`src/rtl/twn_pkg.sv`:
```
// Shared types, constants and helpers for the text whitespace normalizer.
// No dependencies; every other file uses this package by scoped names.
package twn_pkg;

    localparam int LenBits  = 12;
    localparam int CapW     = 12;
    localparam int LenOutW  = 12;
    localparam int ResMax   = 4;
    localparam int CntW     = 3;
    localparam int PaddrW   = 3;
    localparam int DataW    = 32;

    localparam logic [7:0] Mark0   = 8'hE2;
    localparam logic [7:0] Mark1   = 8'h96;
    localparam logic [7:0] Mark2   = 8'h81;
    localparam logic [7:0] ChSpace = 8'h20;
    localparam logic [7:0] ChTab   = 8'h09;
    localparam logic [7:0] ChLf    = 8'h0A;
    localparam logic [7:0] ChCr    = 8'h0D;
    localparam logic [7:0] ChUpA   = 8'h41;
    localparam logic [7:0] ChUpZ   = 8'h5A;
    localparam logic [7:0] CaseOff = 8'h20;

    localparam logic [CapW-1:0]   CapReset  = 12'd4095;
    localparam logic [PaddrW-1:0] AddrOutCapacity = 3'd0;

    typedef enum logic {
        KIND_BYTE   = 1'b0,
        KIND_REPORT = 1'b1
    } t_kind;

    typedef enum logic {
        CMD_DATA = 1'b0,
        CMD_EOL  = 1'b1
    } t_cmd;

    typedef struct packed {
        t_kind               kind;
        logic [7:0]          out_byte;
        logic [LenOutW-1:0]  line_length;
        logic                last;
    } t_result;

    typedef struct packed {
        logic                    load;
        logic [CntW-1:0]         cnt;
        t_result [ResMax-1:0]    res;
    } t_batch;

    function automatic t_result make_byte(input logic [7:0] b);
        t_result r;
        r.kind        = KIND_BYTE;
        r.out_byte    = b;
        r.line_length = '0;
        r.last        = 1'b0;
        return r;
    endfunction

    function automatic t_result make_report(input logic [LenOutW-1:0] len);
        t_result r;
        r.kind        = KIND_REPORT;
        r.out_byte    = '0;
        r.line_length = len;
        r.last        = 1'b0;
        return r;
    endfunction

endpackage

```
`src/rtl/twn_cfg.sv`:
```
// APB-style configuration register holding the per-line output capacity.
// Depends on twn_pkg.
module twn_cfg (
    input  logic                        i_clk,
    input  logic                        i_rst_n,
    input  logic                        psel,
    input  logic                        penable,
    input  logic                        pwrite,
    input  logic [twn_pkg::PaddrW-1:0]  paddr,
    input  logic [twn_pkg::DataW-1:0]   pwdata,
    output logic [twn_pkg::DataW-1:0]   prdata,
    output logic                        pready,
    output logic [twn_pkg::CapW-1:0]    o_capacity
);

    logic [twn_pkg::CapW-1:0] r_capacity;
    logic                     wr_cap;

    assign pready = 1'b1;
    assign wr_cap = psel && penable && pwrite && (paddr == twn_pkg::AddrOutCapacity);

    always_ff @(posedge i_clk) begin
        if (!i_rst_n) begin
            r_capacity <= twn_pkg::CapReset;
        end else if (wr_cap) begin
            r_capacity <= pwdata[twn_pkg::CapW-1:0];
        end
    end

    always_comb begin
        prdata = '0;
        if (paddr == twn_pkg::AddrOutCapacity) begin
            prdata = twn_pkg::DataW'(r_capacity);
        end
    end

    assign o_capacity = r_capacity;

endmodule

```
`src/rtl/twn_core.sv`:
```
// Input word register, line state and single-pass normalization logic.
// Produces up to four results per word as a batch; depends on twn_pkg.
module twn_core (
    input  logic                        i_clk,
    input  logic                        i_rst_n,
    input  logic                        i_in_valid,
    output logic                        o_in_stall,
    input  logic                        i_command,
    input  logic [7:0]                  i_in_byte,
    input  logic [twn_pkg::CapW-1:0]    i_capacity,
    input  logic                        i_buf_free,
    output twn_pkg::t_batch             o_batch
);

    localparam int CmpW = (twn_pkg::LenBits > twn_pkg::CapW) ? twn_pkg::LenBits
                                                               : twn_pkg::CapW;

    logic                           r_in_valid;
    logic                           r_command;
    logic [7:0]                     r_in_byte;

    logic                           r_after_space;
    logic [twn_pkg::LenBits-1:0]    r_wc;
    logic                           r_stopped;
    logic [2:0][7:0]                r_hb;
    logic [1:0]                     r_fill;

    logic                           n_after_space;
    logic [twn_pkg::LenBits-1:0]    n_wc;
    logic                           n_stopped;
    logic [2:0][7:0]                n_hb;
    logic [1:0]                     n_fill;

    logic                           fire;
    logic                           eol;
    logic                           ws;
    logic                           marker_held;
    logic [7:0]                     lc;
    logic [CmpW-1:0]                cap_ext;
    logic [CmpW-1:0]                mask_ext;
    logic [CmpW-1:0]                cap_eff;
    logic [CmpW-1:0]                wc_ext;
    logic [CmpW-1:0]                room;
    logic [twn_pkg::CntW-1:0]       cnt;
    twn_pkg::t_batch                batch;

    assign fire       = r_in_valid && i_buf_free;
    assign o_in_stall = r_in_valid && !i_buf_free;

    always_ff @(posedge i_clk) begin
        if (!i_rst_n) begin
            r_in_valid <= 1'b0;
        end else if (!o_in_stall) begin
            r_in_valid <= i_in_valid;
        end
    end

    always_ff @(posedge i_clk) begin
        if (!o_in_stall && i_in_valid) begin
            r_command <= i_command;
            r_in_byte <= i_in_byte;
        end
    end

    always_ff @(posedge i_clk) begin
        if (!i_rst_n) begin
            r_after_space <= 1'b1;
            r_wc          <= '0;
            r_stopped     <= 1'b0;
            r_fill        <= '0;
        end else if (fire) begin
            r_after_space <= n_after_space;
            r_wc          <= n_wc;
            r_stopped     <= n_stopped;
            r_fill        <= n_fill;
        end
    end

    always_ff @(posedge i_clk) begin
        if (fire) begin
            r_hb <= n_hb;
        end
    end

    assign eol = (r_command == twn_pkg::CMD_EOL) || (r_in_byte == 8'h00);
    assign ws  = (r_in_byte == twn_pkg::ChSpace) || (r_in_byte == twn_pkg::ChTab) ||
                 (r_in_byte == twn_pkg::ChLf) || (r_in_byte == twn_pkg::ChCr);
    assign marker_held = (r_fill == 2'd3) && (r_hb[0] == twn_pkg::Mark0) &&
                         (r_hb[1] == twn_pkg::Mark1) && (r_hb[2] == twn_pkg::Mark2);

    assign cap_ext  = CmpW'(i_capacity);
    assign mask_ext = CmpW'({twn_pkg::LenBits{1'b1}});
    assign cap_eff  = (cap_ext < mask_ext) ? cap_ext : mask_ext;
    assign wc_ext   = CmpW'(r_wc);
    assign room     = cap_eff - wc_ext;

    always_comb begin
        lc = r_in_byte;
        if (r_in_byte inside {[twn_pkg::ChUpA:twn_pkg::ChUpZ]}) begin
            lc = r_in_byte + twn_pkg::CaseOff;
        end
    end

    always_comb begin
        n_after_space = r_after_space;
        n_wc          = r_wc;
        n_stopped     = r_stopped;
        n_hb          = r_hb;
        n_fill        = r_fill;
        cnt           = '0;
        batch         = '0;
        batch.load    = fire;
        if (eol) begin
            if (marker_held) begin
                batch.res[0] = twn_pkg::make_report(
                    twn_pkg::LenOutW'(r_wc - twn_pkg::LenBits'(3)));
                cnt = twn_pkg::CntW'(1);
            end else begin
                for (int i = 0; i < 3; i++) begin
                    if (2'(i) < r_fill) begin
                        batch.res[i] = twn_pkg::make_byte(r_hb[i]);
                    end
                end
                batch.res[r_fill] = twn_pkg::make_report(twn_pkg::LenOutW'(r_wc));
                cnt = twn_pkg::CntW'(r_fill) + twn_pkg::CntW'(1);
            end
            n_after_space = 1'b1;
            n_wc          = '0;
            n_stopped     = 1'b0;
            n_fill        = '0;
        end else if (!r_stopped && (wc_ext < cap_eff)) begin
            if (ws) begin
                if (!r_after_space) begin
                    if (room < CmpW'(3)) begin
                        n_stopped = 1'b1;
                    end else begin
                        for (int i = 0; i < 3; i++) begin
                            if (2'(i) < r_fill) begin
                                batch.res[i] = twn_pkg::make_byte(r_hb[i]);
                            end
                        end
                        cnt           = twn_pkg::CntW'(r_fill);
                        n_hb[0]       = twn_pkg::Mark0;
                        n_hb[1]       = twn_pkg::Mark1;
                        n_hb[2]       = twn_pkg::Mark2;
                        n_fill        = 2'd3;
                        n_wc          = r_wc + twn_pkg::LenBits'(3);
                        n_after_space = 1'b1;
                    end
                end
            end else begin
                if (r_fill == 2'd3) begin
                    batch.res[0] = twn_pkg::make_byte(r_hb[0]);
                    cnt          = twn_pkg::CntW'(1);
                    n_hb[0]      = r_hb[1];
                    n_hb[1]      = r_hb[2];
                    n_hb[2]      = lc;
                end else begin
                    n_hb[r_fill] = lc;
                    n_fill       = r_fill + 2'd1;
                end
                n_wc          = r_wc + twn_pkg::LenBits'(1);
                n_after_space = 1'b0;
            end
        end
        if (cnt != '0) begin
            batch.res[2'(cnt - twn_pkg::CntW'(1))].last = 1'b1;
        end
        batch.cnt = cnt;
    end

    assign o_batch = batch;

`ifndef ASSERT_OFF
    a_eol_restarts_line: assert property (@(posedge i_clk) disable iff (!i_rst_n)
        fire && eol |=> (r_fill == 2'd0) && (r_wc == '0) && r_after_space && !r_stopped)
        else $error("line state not cleared after end of line");

    a_space_holds_marker: assert property (@(posedge i_clk) disable iff (!i_rst_n)
        r_after_space && (r_fill != 2'd0) |->
            (r_hb[0] == twn_pkg::Mark0) && (r_hb[1] == twn_pkg::Mark1) &&
            (r_hb[2] == twn_pkg::Mark2))
        else $error("holdback does not end in a marker after whitespace");

    a_stop_after_text: assert property (@(posedge i_clk) disable iff (!i_rst_n)
        r_stopped |-> !r_after_space)
        else $error("stopped set without preceding text");

    a_fill_within_count: assert property (@(posedge i_clk) disable iff (!i_rst_n)
        twn_pkg::LenBits'(r_fill) <= r_wc)
        else $error("holdback fill exceeds written count");
`endif

endmodule

```
`src/rtl/twn_outbuf.sv`:
```
// Result register: holds one batch of up to four results and drains one per cycle
// while i_out_stall is low. Depends on twn_pkg.
module twn_outbuf (
    input  logic                          i_clk,
    input  logic                          i_rst_n,
    input  twn_pkg::t_batch               i_batch,
    output logic                          o_buf_free,
    output logic                          o_out_valid,
    input  logic                          i_out_stall,
    output logic                          o_item_kind,
    output logic [7:0]                    o_out_byte,
    output logic [twn_pkg::LenOutW-1:0]   o_line_length,
    output logic                          o_last_of_run
);

    logic [twn_pkg::CntW-1:0]                r_cnt;
    twn_pkg::t_result [twn_pkg::ResMax-1:0]  r_slot;
    logic                                    pop;

    assign o_out_valid = (r_cnt != '0);
    assign pop         = o_out_valid && !i_out_stall;
    assign o_buf_free  = (r_cnt == '0) || ((r_cnt == twn_pkg::CntW'(1)) && !i_out_stall);

    always_ff @(posedge i_clk) begin
        if (!i_rst_n) begin
            r_cnt <= '0;
        end else if (i_batch.load) begin
            r_cnt <= i_batch.cnt;
        end else if (pop) begin
            r_cnt <= r_cnt - twn_pkg::CntW'(1);
        end
    end

    always_ff @(posedge i_clk) begin
        if (i_batch.load) begin
            r_slot <= i_batch.res;
        end else if (pop) begin
            for (int i = 0; i < twn_pkg::ResMax - 1; i++) begin
                r_slot[i] <= r_slot[i+1];
            end
        end
    end

    assign o_item_kind   = r_slot[0].kind;
    assign o_out_byte    = r_slot[0].out_byte;
    assign o_line_length = r_slot[0].line_length;
    assign o_last_of_run = r_slot[0].last;

`ifndef ASSERT_OFF
    a_load_only_when_free: assert property (@(posedge i_clk) disable iff (!i_rst_n)
        i_batch.load |-> o_buf_free)
        else $error("batch loaded over undelivered results");

    a_count_in_range: assert property (@(posedge i_clk) disable iff (!i_rst_n)
        r_cnt <= twn_pkg::CntW'(twn_pkg::ResMax))
        else $error("result count out of range");

    a_last_closes_batch: assert property (@(posedge i_clk) disable iff (!i_rst_n)
        pop && o_last_of_run && !i_batch.load |=> (r_cnt == '0))
        else $error("results remain after last of run");
`endif

endmodule

```
`src/rtl/text_whitespace_normalizer_unit.sv`:
```
// Top level of the text whitespace normalizer: config register, core, result buffer.
// Depends on twn_pkg, twn_cfg, twn_core and twn_outbuf.
//
//   channel  | direction | handshake               | payload
//   ---------+-----------+-------------------------+------------------------------------
//   input    | in        | i_in_valid / o_in_stall | i_command, i_in_byte
//   output   | out       | o_out_valid/ i_out_stall| o_item_kind, o_out_byte,
//            |           |                         | o_line_length, o_last_of_run
//   config   | in/out    | APB psel/penable/pready | paddr, pwdata, prdata
//
// A word waits in the input register until the result register is free; its results
// (zero to four) then move into the result register together and leave one per cycle
// while i_out_stall is low. Sustained rate is one word per cycle if each word yields at
// most one result and i_out_stall is low; more results hold the register till all leave.
// Reset: out_capacity = 4095, line state cleared; no clearing pass.
// o_in_stall rises when the input register holds a word and the result register
// still has undelivered results beyond the one leaving this cycle.
module text_whitespace_normalizer_unit (
    input  logic                          i_clk,
    input  logic                          i_rst_n,
    input  logic                          i_in_valid,
    output logic                          o_in_stall,
    input  logic                          i_command,
    input  logic [7:0]                    i_in_byte,
    output logic                          o_out_valid,
    input  logic                          i_out_stall,
    output logic                          o_item_kind,
    output logic [7:0]                    o_out_byte,
    output logic [twn_pkg::LenOutW-1:0]   o_line_length,
    output logic                          o_last_of_run,
    input  logic                          psel,
    input  logic                          penable,
    input  logic                          pwrite,
    input  logic [twn_pkg::PaddrW-1:0]    paddr,
    input  logic [twn_pkg::DataW-1:0]     pwdata,
    output logic [twn_pkg::DataW-1:0]     prdata,
    output logic                          pready
);

    logic [twn_pkg::CapW-1:0] capacity;
    logic                     buf_free;
    twn_pkg::t_batch          batch;

    twn_cfg u_cfg (
        .i_clk      (i_clk),
        .i_rst_n    (i_rst_n),
        .psel       (psel),
        .penable    (penable),
        .pwrite     (pwrite),
        .paddr      (paddr),
        .pwdata     (pwdata),
        .prdata     (prdata),
        .pready     (pready),
        .o_capacity (capacity)
    );

    twn_core u_core (
        .i_clk      (i_clk),
        .i_rst_n    (i_rst_n),
        .i_in_valid (i_in_valid),
        .o_in_stall (o_in_stall),
        .i_command  (i_command),
        .i_in_byte  (i_in_byte),
        .i_capacity (capacity),
        .i_buf_free (buf_free),
        .o_batch    (batch)
    );

    twn_outbuf u_outbuf (
        .i_clk         (i_clk),
        .i_rst_n       (i_rst_n),
        .i_batch       (batch),
        .o_buf_free    (buf_free),
        .o_out_valid   (o_out_valid),
        .i_out_stall   (i_out_stall),
        .o_item_kind   (o_item_kind),
        .o_out_byte    (o_out_byte),
        .o_line_length (o_line_length),
        .o_last_of_run (o_last_of_run)
    );

endmodule
```
`config.mk`:
```
export PLATFORM = sky130hd
export DESIGN_NAME = text_whitespace_normalizer_unit
export DESIGN_NICKNAME = d
export VERILOG_FILES = /design/src/rtl/twn_pkg.sv /design/src/rtl/twn_cfg.sv /design/src/rtl/twn_core.sv /design/src/rtl/twn_outbuf.sv /design/src/rtl/text_whitespace_normalizer_unit.sv
export SDC_FILE = /design/constraint.sdc
export NUM_CORES = 1
export LEC_CHECK = 0
export BUFFER_PORTS_ARGS = -buffer_cell sky130_fd_sc_hd__buf_4
export CELL_PAD_IN_SITES_DETAIL_PLACEMENT = 0
export CELL_PAD_IN_SITES_GLOBAL_PLACEMENT = 1
export CORE_MARGIN = 5
export CORE_UTILIZATION = 49
export DETAILED_ROUTE_END_ITERATION = 7
export GPL_ROUTABILITY_DRIVEN = 0
export GPL_TIMING_DRIVEN = 0
export PLACE_DENSITY_LB_ADDON = 0.1
export SLEW_MARGIN = 0
export SYNTH_ARGS = -nofsm -noshare
export SYNTH_HDL_FRONTEND = slang
export SYNTH_SLANG_ARGS = --single-unit
export TNS_END_PERCENT = 5
```
`constraint.sdc`:
```
create_clock -name i_clk -period 5.7 [get_ports i_clk]
set_input_delay 0 -clock i_clk [delete_from_list [all_inputs] [get_ports i_clk]]
set_output_delay 0 -clock i_clk [all_outputs]
set_load 0.005 [all_outputs]
```
Word level (Yosys, flattened, before mapping)
Cells that the tools add are included.
{"block": "word_totals", "word_cells": 171, "output_inout_bits": 57, "ff_bits": 153}
{"block": "op_classes", "addsub": 9, "eq_ne": 15, "n_reduce_logical": 38, "n_mux": 68, "bitwise_logic": 1, "order_cmp": 12}
{"operator": "66-bit 2-to-1 mux", "n": 7}
{"operator": "22-bit 2-to-1 mux", "n": 10}
{"operator": "88-bit bitwise mux", "n": 2}
{"operator": "24-bit 2-to-1 mux", "n": 4}
{"operator": "22-bit demux with 2-bit select", "n": 2}
{"operator": "88-bit 2-to-1 mux", "n": 1}
{"operator": "12-bit 2-to-1 mux", "n": 7}
{"operator": "21-bit 2-to-1 mux", "n": 4}
{"operator": "44-bit 2-to-1 mux", "n": 1}
{"operator": "24-bit bitwise mux", "n": 1}
{"operator": "8-bit by 4-bit == test with 1-bit output (second input constant)", "n": 3}
{"operator": "8-bit == test (second input constant)", "n": 3}
{"operator": "3-bit 2-to-1 mux", "n": 7}
{"operator": "8-bit demux with 2-bit select", "n": 1}
{"operator": "8-bit 2-to-1 mux", "n": 2}
{"operator": "1-bit logical AND", "n": 15}
{"operator": "5-bit AND reduction", "n": 3}
{"operator": "2-bit 2-to-1 mux", "n": 7}
{"operator": "12-bit by 1-bit adder with 12-bit output (second input constant)", "n": 1}
{"operator": "12-bit by 2-bit adder with 12-bit output (second input constant)", "n": 1}
{"operator": "12-bit < comparator", "n": 1}
{"operator": "12-bit < comparator (second input constant)", "n": 1}
{"operator": "12-bit by 2-bit < comparator with 1-bit output (second input constant)", "n": 1}
{"operator": "1-bit 2-to-1 mux", "n": 12}
{"operator": "other kinds (29)", "n": 46}

Depth between registers and ports, before layout
Gate-level depths: netlist of the first run.
{"block": "logic_depth", "ltp_word": 17, "depth_mapped": 14, "ltp_nobuf": 12}

Hierarchy
Synthesis of the first run repeated with hierarchy kept, for this count alone.
{"block": "hier_totals", "hier_cells": 844, "hier_area_um2": 8982.4}
{"mod": "twn_core", "area_per_inst_um2": 4411.7, "n_inst": 1, "cells_per_inst": 541}
{"mod": "twn_outbuf", "area_per_inst_um2": 3821.2, "n_inst": 1, "cells_per_inst": 211}
{"mod": "twn_cfg", "area_per_inst_um2": 749.5, "n_inst": 1, "cells_per_inst": 92}

Worst setup path after synthesis of the first run
OpenSTA, ideal clock, no wires.
{"block": "synth_timing", "kind": "register -> register", "from": "register u_core.r_wc[2] (netlist name)", "to": "register u_core.r_hb[0] (netlist name) (enable)", "setup_ns": 0.359, "required_time_ns": 5.341, "path_slack_ns": 2.454, "arrival_time_ns": 2.888, "stages_incl_launch_ff": 13, "cell_sequence": "dfxtp_1 clkbuf_1 inv_1 ha_1 nor2_1 a21oi_1 mux2_2 nor4b_1 and4_1 buf_1 a21oi_1 o211ai_1 inv_1"}
{"block": "synth_between", "elab_chain_len": 4}
{"element": "start, declared", "line_no": "twn_core.sv:23", "text": "logic [twn_pkg::LenBits-1:0] r_wc;"}
{"element": "start signal, assigned", "line_no": "twn_core.sv:73", "text": "r_wc <= n_wc;"}
{"element": "12-bit subtractor", "line_no": "twn_core.sv:95", "text": "assign room = cap_eff - wc_ext;"}
{"element": "12-bit by 2-bit < comparator with 1-bit output", "line_no": "twn_core.sv:134", "text": "if (room < CmpW'(3)) begin"}
{"element": "2-bit inequality test (no line)"}
{"element": "5-bit AND reduction (no line) *"}
{"element": "end signal, assigned", "line_no": "twn_core.sv:81", "text": "r_hb <= n_hb;"}
{"element": "end, declared", "line_no": "twn_core.sv:25", "text": "logic [2:0][7:0] r_hb;"}
Mark *: on every way between the ends. The rest lies on a longest branch, timed or not.
A chain may end at the register's enable or synchronous reset.

Final worst setup path of the first run
{"block": "layout_timing", "from": "register u_core.r_wc[2] (netlist name)", "to": "register u_core.r_hb[2] (netlist name) (enable)"}
Same word-level chain as after synthesis.

==> results of run 1 <==
[layer usage]
metal	up-vias	routed length, µm
met3	24	1362
met2	229	8894
met4	0	257
li1	3149	-
met1	3059	8611
met5	-	0
[cells by family after synthesis]
logic type	share of synthesized area
flip-flops	0.4988
AO/OA/AOI/OAI	0.1668
other	0.0009287
XOR/XNOR	0.002167
AND/OR/NAND/NOR	0.1597
buffers and inverters	0.08139
multiplexers	0.04657
adder cells (fa/ha/maj)	0.04363
[worst max-delay path, stage by stage, from the launching register on]
cell and delay, ns:
dfxtp_1 0.30, clkbuf_1 0.34, inv_1 0.23, ha_1 0.43, o21ai_0 0.23, a21oi_1 0.12
o31ai_1 0.47, a21oi_1 0.16, a311oi_2 0.59, a21oi_1 0.15, o211ai_1 0.32, inv_1 0.51
[registers in the layout (all words and copies together) (netlist names)]
| signal | cells |
|---|---|
| u_outbuf.o_line_length | 12 |
| u_core.r_command | 1 |
| u_cfg.o_capacity | 12 |
| u_outbuf.o_item_kind | 1 |
| u_core.r_wc | 12 |
| u_outbuf.o_out_byte | 8 |
| u_core.r_in_valid | 1 |
| u_outbuf.r_cnt | 3 |
| u_core.r_after_space | 1 |
| u_core.r_in_byte | 8 |
| u_core.r_stopped | 1 |
| u_outbuf.r_slot | 58 |
| u_core.r_fill | 2 |
| u_outbuf.o_last_of_run | 1 |
| u_core.r_hb | 24 |
[area by class of cell]
type | instances | share of cell area
flip-flops and latches | 145 | 0.4133
clock buffers | 19 | 0.04435
repair buffers | 93 | 0.07948
plain buffers | 98 | 0.05397
inverters | 35 | 0.01346
clock inverters | 12 | 0.01218
well taps | 220 | 0.02820
multi-input cells | 556 | 0.3551
[placed cells by master (no fill, tap or decap), drive strengths merged, types with 3 or more instances in the layout]
master and instances:
a211oi 10, o21ai 33, a31oi 3, clkinv 11, and3 7, nand4 5, mux2 5, nand3 25
o31ai 6, nand2 108, nor4 3, ha 25, nor3 10, a21oi 57, a21o 6, clkbuf 66
o211ai 9, buf 118, a2111oi 3, conb 21, inv 33, a22o 39, dfxtp 32, o41ai 4
mux2i 32, o21a 3, nand2b 4, dlygate4sd3 26, nor2 57, or3 4, and2 34, edfxtp 113
nor2b 4, nor4b 3
[report_power, final]
part,internal [mW],switching [mW]
Sequential,1.62,0.127
Combinational,0.549,0.644
Clock,0.634,0.424
[timing repair]
item / 4_1_cts / 5_1_grt
hold buffers: 26 / 0
gates resized for setup: 0 / 0
endpoints found under the hold margin: 26 / 0
[path summary, 6_finish.rpt]
check | to | slack, ns | cells after the start
max | u_core.r_hb[2]$_SDFFCE_PN0P_ | 1.44 | 11
min reg2reg | u_cfg.o_capacity[5]$_SDFFE_PN1P_ | 0.48 | 2
min | u_cfg.o_capacity[1]$_SDFFE_PN1P_ | 0.06 | 4
max reg2reg | u_core.r_hb[2]$_SDFFCE_PN0P_ | 1.44 | 11
[metrics by stage]
step | setup slack, ns | hold WS [ns]
final | 1.440 | 0.06185
after global routing | 1.037 | 0.08963
after CTS | 1.483 | 0.05079
after detailed placement | 1.481 | 0.1795
after global placement | 1.656 | 0.1789
after floorplan | 2.454 | 0.09887
==> results.ini, run 1 <==
[outcome]
outcome = complete, no violations

[placement]
port_buffers = 66
placedCellCount = 1121
place_area_um2 = 8949
dp_hpwl_mm = 14.08

[layout]
nFillCells = 1350
diodes = 0
regArea_um2 = 4034
instances_no_fill = 1178
fin_util = 0.5949
nets = 1024
multi_input_area_um2 = 3466
final_cell_area_um2 = 9761
drive_gt1_frac = 0.1566
areaGrowthSynthToFinish_pct = 20.70

[logic_synthesis]
syn_avg_cell_area_um2 = 9.922
yosysMostFrequentCell = edfxtp_1
synth_area_um2 = 8087
ys_ff_latch = 145
yosysWarnings = 0
ys_seq_area_frac = 0.4988
yosysTopAreaCell = edfxtp_1
synth_commonest_cells = 113 x edfxtp_1, 108 x nand2_1, 57 x a21oi_1, 57 x nor2_1, 46 x clkbuf_1
ys_types = 64
synth_top_cell_area_share = 0.4196
ys_dominant_reg_cell = edfxtp_1
syn_inst = 815
synthArstFlopShare = 0
netlist_top_cells_area = edfxtp_1 42%, dfxtp_1 7.9%, nand2_1 5.0%
synth_edf_count = 113

[floorplanning]
dieArea_um2 = 19170
fp-row-count = 47
start_util = 0.4929
die_w_um = 138.5
die-height_um = 138.5
core_um2 = 16410
ios = 108

[critical_path]
path_class = register to register
startpoint = u_core.r_wc[2]$_SDFFE_PN0P_
endpoint_kind = register
required_ns = 5.72
worstPathArrival_ns = 4.28
crit_path_max_fanout = 24
r2r-start = u_core.r_wc[2]$_SDFFE_PN0P_
start_kind = register

[sta]
final.period_utilization = 0.7474
hold_violations = 0
fin_crit_ns = 4.260
worst_pin_slew_ns = 1.226
slew_headroom = 0.1824
setup_tns_ns = 0
finalMaxSlewViolations = 0
skew_ns = 0.008365
fmax_ghz = 0.2347
setup_viol = 0
rsz0062_at_grt = no

[pwr]
power_density_nw_per_um2 = 409.9
ir_drop_uv = 214.8
finalPower_mw = 4.001
cellLeakagePower_nw = 3.873

[routing]
first_iter_violations = 499
wire_per_inst_um = 16.24
via_per_inst = 5.485
vias = 6461
antenna_left = 0
drc = 0
drt_wl_total_mm = 19.13
firstDrtPassIters = 5

[global_routing]
grt_use_total = 0.1971
grt.overflow.total = 0
grt_use_met2 = 0.3201
antenna_found_initial = 0
grt_pass1_wl_mm = 30.98
grt_pass1_vias = 6220
grt_use_met1 = 0.2652
grt-busiest-layer = met2
use_met3 = 0.04627
grt_max_degree = 40

[worst_hold_path]
hold_class = input pin to register
min_from = penable

[clock_tree]
cts_tree = built
cts_buffers = 17
worstSkewPairLatency_ns = 0.43
clkTransAtPathRegs_ns = 0.06
cts_buffer_depth = 2
post-cts-setup-buffers = 0
cts-htree-levels = 4
cts_root_buf = clkbuf_16
clkSinkCount = 145

[job]
drv_cap = 0

No activity file was read; power rests on OpenSTA's default activity.
==> run 2, diff against run 1 <==
--- a/config.mk
+++ b/config.mk
@@ -9,7 +9,7 @@
 export CELL_PAD_IN_SITES_DETAIL_PLACEMENT = 0
 export CELL_PAD_IN_SITES_GLOBAL_PLACEMENT = 1
 export CORE_MARGIN = 5
-export CORE_UTILIZATION = 49
+export CORE_UTILIZATION = 45
 export DETAILED_ROUTE_END_ITERATION = 7
 export GPL_ROUTABILITY_DRIVEN = 0
 export GPL_TIMING_DRIVEN = 0
==> constraint.sdc (replaced) <==
create_clock -name i_clk -period 4.4 [get_ports i_clk]
set_input_delay 0 -clock i_clk [delete_from_list [all_inputs] [get_ports i_clk]]
set_output_delay 0 -clock i_clk [all_outputs]
set_load 0.005 [all_outputs]
==> results.ini, run 2 (synthesis results as in run 1) <==
[clock_tree]
cts_buffer_depth = 2
clkTransAtPathRegs_ns = 0.06
cts-htree-levels = 4
cts_tree = built
cts_root_buf = clkbuf_16
worstSkewPairLatency_ns = 0.42
clkSinkCount = 145
cts_buffers = 17

[layout]
areaGrowthSynthToFinish_pct = 22.14
diodes = 0
final_common_cell = edfxtp_1
drive_gt1_frac = 0.1653
fin_util = 0.5536
final_cell_mix = 113 x edfxtp_1, 109 x buf_4, 108 x nand2_1
largest_register = u_outbuf.r_slot
nFillCells = 1602
instances_no_fill = 1191
largest_reg_flops = 58
nets = 1027
reg.largest.list = u_outbuf.r_slot x58, u_core.r_hb x24

[critical_path]
critical_path.max_stage_delay_ns = 0.61
reg2reg_slack_ns = 0.45
crit_buf_inv = 3
path_class = register to register
start_kind = register
required_ns = 4.54
cp_cell_sequence = clkbuf_1, inv_1, ha_1, clkbuf_2, nand4_1, a21oi_1, o21ai_0, a221o_1, or2_1, a2111oi_4, a221o_1, o21ai_0
endpoint_kind = register
worstPathArrival_ns = 4.10
crit_path_max_fanout = 10
critical-path-slowest-cell = a2111oi_4
critPathTopFamily = compound AO/OA/AOI/OAI gates

[sta]
hold_slack_ns = 0.05597
setup_tns_ns = 0
hold_violations = 0
finalMaxSlewViolations = 0
setup_viol = 0
fmax_ghz = 0.2530
worst_pin_slew_ns = 1.214
worst_slack_ns = 0.4474
skew_ns = 0.009365
final.period_utilization = 0.8983
slew_headroom = 0.1907
fin_crit_ns = 3.953
rsz0062_at_grt = no

[floorplanning]
ios = 108
die-height_um = 144.1
die_w_um = 144.1
fp-row-count = 49
core_um2 = 17840
start_util = 0.4533
dieArea_um2 = 20750

[pwr]
intPower_mw = 3.772
combPwrFrac = 0.290
clkPwrFrac = 0.288
p_sw_mw = 1.593
cellLeakagePower_nw = 3.903
swShare = 0.2969
ir_drop_uv = 329.7
seq_power_share = 0.422
power_density_nw_per_um2 = 543.2

[routing]
drt_wl_total_mm = 19.21
via_per_inst = 5.348
first_iter_violations = 390
drc = 0
vias = 6369
antenna_left = 0
firstDrtPassIters = 5
wire_per_inst_um = 16.13

[placement]
placedCellCount = 1130
dp_hpwl_mm = 14.16
pre_cts_ws_ns = 0.2361
port_buffers = 66

[global_routing]
grt_pass1_vias = 6077
grt_use_total = 0.1886
grt_max_degree = 40
antenna_found_initial = 0
grt.overflow.total = 0
grt_pass1_wl_mm = 30.81

[outcome]
outcome = complete, no violations

[job]
drv_cap = 0

[worst_hold_path]
hold_class = input pin to register

-- run 2: metrics by stage --
step	instance area, µm²	total power, mW
floorplan	8158	3.286
global placement	8940	3.761
detailed placement	8960	3.826
CTS	9851	5.397
global route	9877	5.651
finish	9877	5.365
-- run 2: path summary, 6_finish.rpt --
| kind | cells after the start | end | start |
|---|---|---|---|
| setup / recovery | 12 | u_outbuf.o_last_of_run$_DFFE_PP_ | u_core.r_wc[4]$_SDFFE_PN0P_ |
| hold / removal | 4 | u_cfg.o_capacity[1]$_SDFFE_PN1P_ | penable |
| setup reg to reg | 12 | u_outbuf.o_last_of_run$_DFFE_PP_ | u_core.r_wc[4]$_SDFFE_PN0P_ |
| hold reg to reg | 2 | u_cfg.o_capacity[5]$_SDFFE_PN1P_ | u_cfg.o_capacity[5]$_SDFFE_PN1P_ |
-- run 2: power groups by stage --
stage / Clock [mW] / Sequential [mW] / Combinational (mW)
detailed placement: 0 / 2.30 / 1.53
finish: 1.54 / 2.27 / 1.55
global placement: 0 / 2.30 / 1.46
global route: 1.63 / 2.31 / 1.72
CTS: 1.57 / 2.27 / 1.56
floorplan: 0 / 2.25 / 1.03
-- run 2: repair_timing --
item / CTS / global route
setup buffers: 0 / 2
hold buffers: 26 / 0
endpoints found under the setup margin: 0 / 24
gates resized for setup: 0 / 2
endpoints found under the hold margin: 26 / 0
-- run 2: layout make-up --
| cell class | instances | area [µm²] | share of cell area |
|---|---|---|---|
| tap | 229 | 286.5 | 0.02901 |
| sequential | 145 | 4034 | 0.4084 |
| clock buffer | 17 | 425.4 | 0.04307 |
| clock inverter | 15 | 205.2 | 0.02078 |
| multi-input combinational | 556 | 3466 | 0.3509 |
| inverter | 35 | 135.1 | 0.01368 |
| buffer | 98 | 526.8 | 0.05333 |
| timing repair buffer | 95 | 790.8 | 0.08006 |
| timing repair inverter | 1 | 7.507 | 0.0007601 |
-- run 2: routing by layer --
layer | GRT usage | vias up | routed length, µm
li1 | - | 3149 | -
met1 | 0.2691 | 2987 | 9008
met4 | 0.05401 | 0 | 270
met3 | 0.03902 | 28 | 1193
met5 | 0 | - | 0
met2 | 0.2925 | 205 | 8735
-- run 2: worst min-delay path, cell delays in order --
cell and delay [ns]:
buf_4 0.08, and4_1 0.22, nand2_1 0.07, nand3_1 0.06
==> run 3, diff against run 2 <==
--- a/config.mk
+++ b/config.mk
@@ -8,8 +8,7 @@
 export BUFFER_PORTS_ARGS = -buffer_cell sky130_fd_sc_hd__buf_4
 export CELL_PAD_IN_SITES_DETAIL_PLACEMENT = 0
 export CELL_PAD_IN_SITES_GLOBAL_PLACEMENT = 1
-export CORE_MARGIN = 5
-export CORE_UTILIZATION = 45
+export CORE_UTILIZATION = 35
 export DETAILED_ROUTE_END_ITERATION = 7
 export GPL_ROUTABILITY_DRIVEN = 0
 export GPL_TIMING_DRIVEN = 0
==> constraint.sdc (replaced) <==
create_clock -name i_clk -period 3.2 [get_ports i_clk]
set_input_delay 0 -clock i_clk [delete_from_list [all_inputs] [get_ports i_clk]]
set_output_delay 0 -clock i_clk [all_outputs]
set_load 0.005 [all_outputs]
==> results.ini, run 3 (synthesis results as in run 1) <==
[floorplanning]
die_w_um = 154
die-height_um = 154
ios = 108
core_um2 = 22640
dieArea_um2 = 23720
start_util = 0.3572
fp-row-count = 55

[worst_hold_path]
hold_class = input pin to register

[placement]
dp_hpwl_mm = 14.76
port_buffers = 66
place_area_um2 = 9071

[layout]
reg.largest.list = u_outbuf.r_slot x58, u_core.r_hb x24
final_cell_mix = 126 x buf_4, 113 x edfxtp_1, 108 x nand2_1
final_cell_area_um2 = 10420
final_common_cell = buf_4
drive_gt1_frac = 0.2589
largest_reg_flops = 58
nets = 1046
areaGrowthSynthToFinish_pct = 28.89
diodes = 0
largest_register = u_outbuf.r_slot

[global_routing]
grt.overflow.total = 0
grt-busiest-layer = met2
grt_max_degree = 43
antenna_found_initial = 0
grt_pass1_vias = 6164
use_met3 = 0.03072
grt_use_met1 = 0.2369
grt_pass1_wl_mm = 32.13
grt_use_total = 0.1731
grt_use_met2 = 0.2794

[sta]
slew_headroom = 0.1988
rsz0062_at_grt = yes
worst_pin_slew_ns = 1.202
finalMaxSlewViolations = 0
final.period_utilization = 0.9831
fmax_ghz = 0.3179
fin_crit_ns = 3.146
setup_viol = 0
hold_violations = 0
skew_ns = 0.008888

[clock_tree]
cts_tree = built
worstSkewPairLatency_ns = 0.42
cts_root_buf = clkbuf_16
clkTransAtPathRegs_ns = 0.06
cts_buffer_depth = 2
clkSinkCount = 145
cts-htree-levels = 4
cts_buffers = 17

[routing]
firstDrtPassIters = 5
drc = 0
via_per_inst = 5.000
drt_wl_total_mm = 20.33
first_iter_violations = 379
vias = 6330
wire_per_inst_um = 16.05
antenna_left = 0

[outcome]
outcome = complete, no violations

[pwr]
finalPower_mw = 7.231
cellLeakagePower_nw = 4.040
ir_drop_uv = 418.2
power_density_nw_per_um2 = 693.8

[critical_path]
path_class = register to register
critical_path.max_stage_delay_ns = 0.46
cpMostUsedCell = buf_6
reg2reg_slack_ns = 0.05
crit_path_max_fanout = 7
start_kind = register
endpoint_kind = register
worstPathArrival_ns = 3.40
critical-path-slowest-cell = a221o_2
required_ns = 3.45
cp_cell_sequence = buf_8, clkinvlp_4, ha_4, buf_6, nand4_1, a21oi_2, o21ai_1, a221o_2, or2_4, a2111oi_4, buf_6, a22oi_2, o31ai_1

[job]
drv_cap = 0

[run 3: worst paths after layout]
| kind | from | end | cells past startpoint |
|---|---|---|---|
| max | u_core.r_wc[5]$_SDFFE_PN0P_ | u_outbuf.r_slot[44]$_DFFE_PP_ | 13 |
| min | penable | u_cfg.o_capacity[1]$_SDFFE_PN1P_ | 4 |
| max reg2reg | u_core.r_wc[5]$_SDFFE_PN0P_ | u_outbuf.r_slot[44]$_DFFE_PP_ | 13 |
| min reg2reg | u_cfg.o_capacity[7]$_SDFFE_PN1P_ | u_cfg.o_capacity[7]$_SDFFE_PN1P_ | 2 |
[run 3: area by class of cell]
cell class	instances	area, µm²
clock buffers	17	425.4
repair inverters	1	7.507
multi-input cells	556	3756
plain buffers	96	576.8
inverters	35	142.6
flip-flops and latches	145	4051
repair buffers	116	965.9
clock inverters	15	140.1
fillers	2142	12220
well taps	285	356.6
[run 3: metrics by stage]
step                setup TNS, ns  hold WS [ns]  instances  utilization  worst slack (ns)
global route              -0.7980       0.08362       1266       0.4603          -0.07255
global placement           -39.90        0.1801       1185       0.3998           -0.6632
CTS                    -0.0003630       0.03794       1251       0.4468        -0.0003630
floorplan                       0       0.09887        834            -          0.001127
detailed placement         -31.70        0.1795       1186       0.4007           -0.7250
finish                          0       0.05272       1266       0.4603           0.05411
[run 3: report_power, final]
part | switching (mW) | internal (mW) | total, mW
logic | 1.18 | 1.03 | 2.21
registers | 0.224 | 2.89 | 3.11
clock network | 0.883 | 1.03 | 1.91
total | 2.29 | 4.94 | 7.23
[run 3: repair_timing]
item                                    CTS  global route
hold endpoints to repair                 26             0
cloned                                    1             1
hold buffers                             26             0
endpoints found under the setup margin   86            89
resized for setup                        40            68
setup buffers                             7            15
pin swaps                                 4            19
[run 3: metal layers]
layer  vias up  wire length, µm  share of wire
li1       3196                -              -
met1      2960             9994           0.49
met4         0              195         0.0096
met5         -                0              0
met2       160             9335           0.46
met3        14              799          0.039
[run 3: worst max-delay path: cells and delay by family (launching register included)]
| kind | cells | cell delay (ns) |
|---|---|---|
| DFF | 1 | 0.33 |
| adders and majority gates | 1 | 0.27 |
| AOI/OAI and AO/OA | 6 | 1.44 |
| and+or+nand+nor | 2 | 0.41 |
| buffers and inverters | 4 | 0.51 |
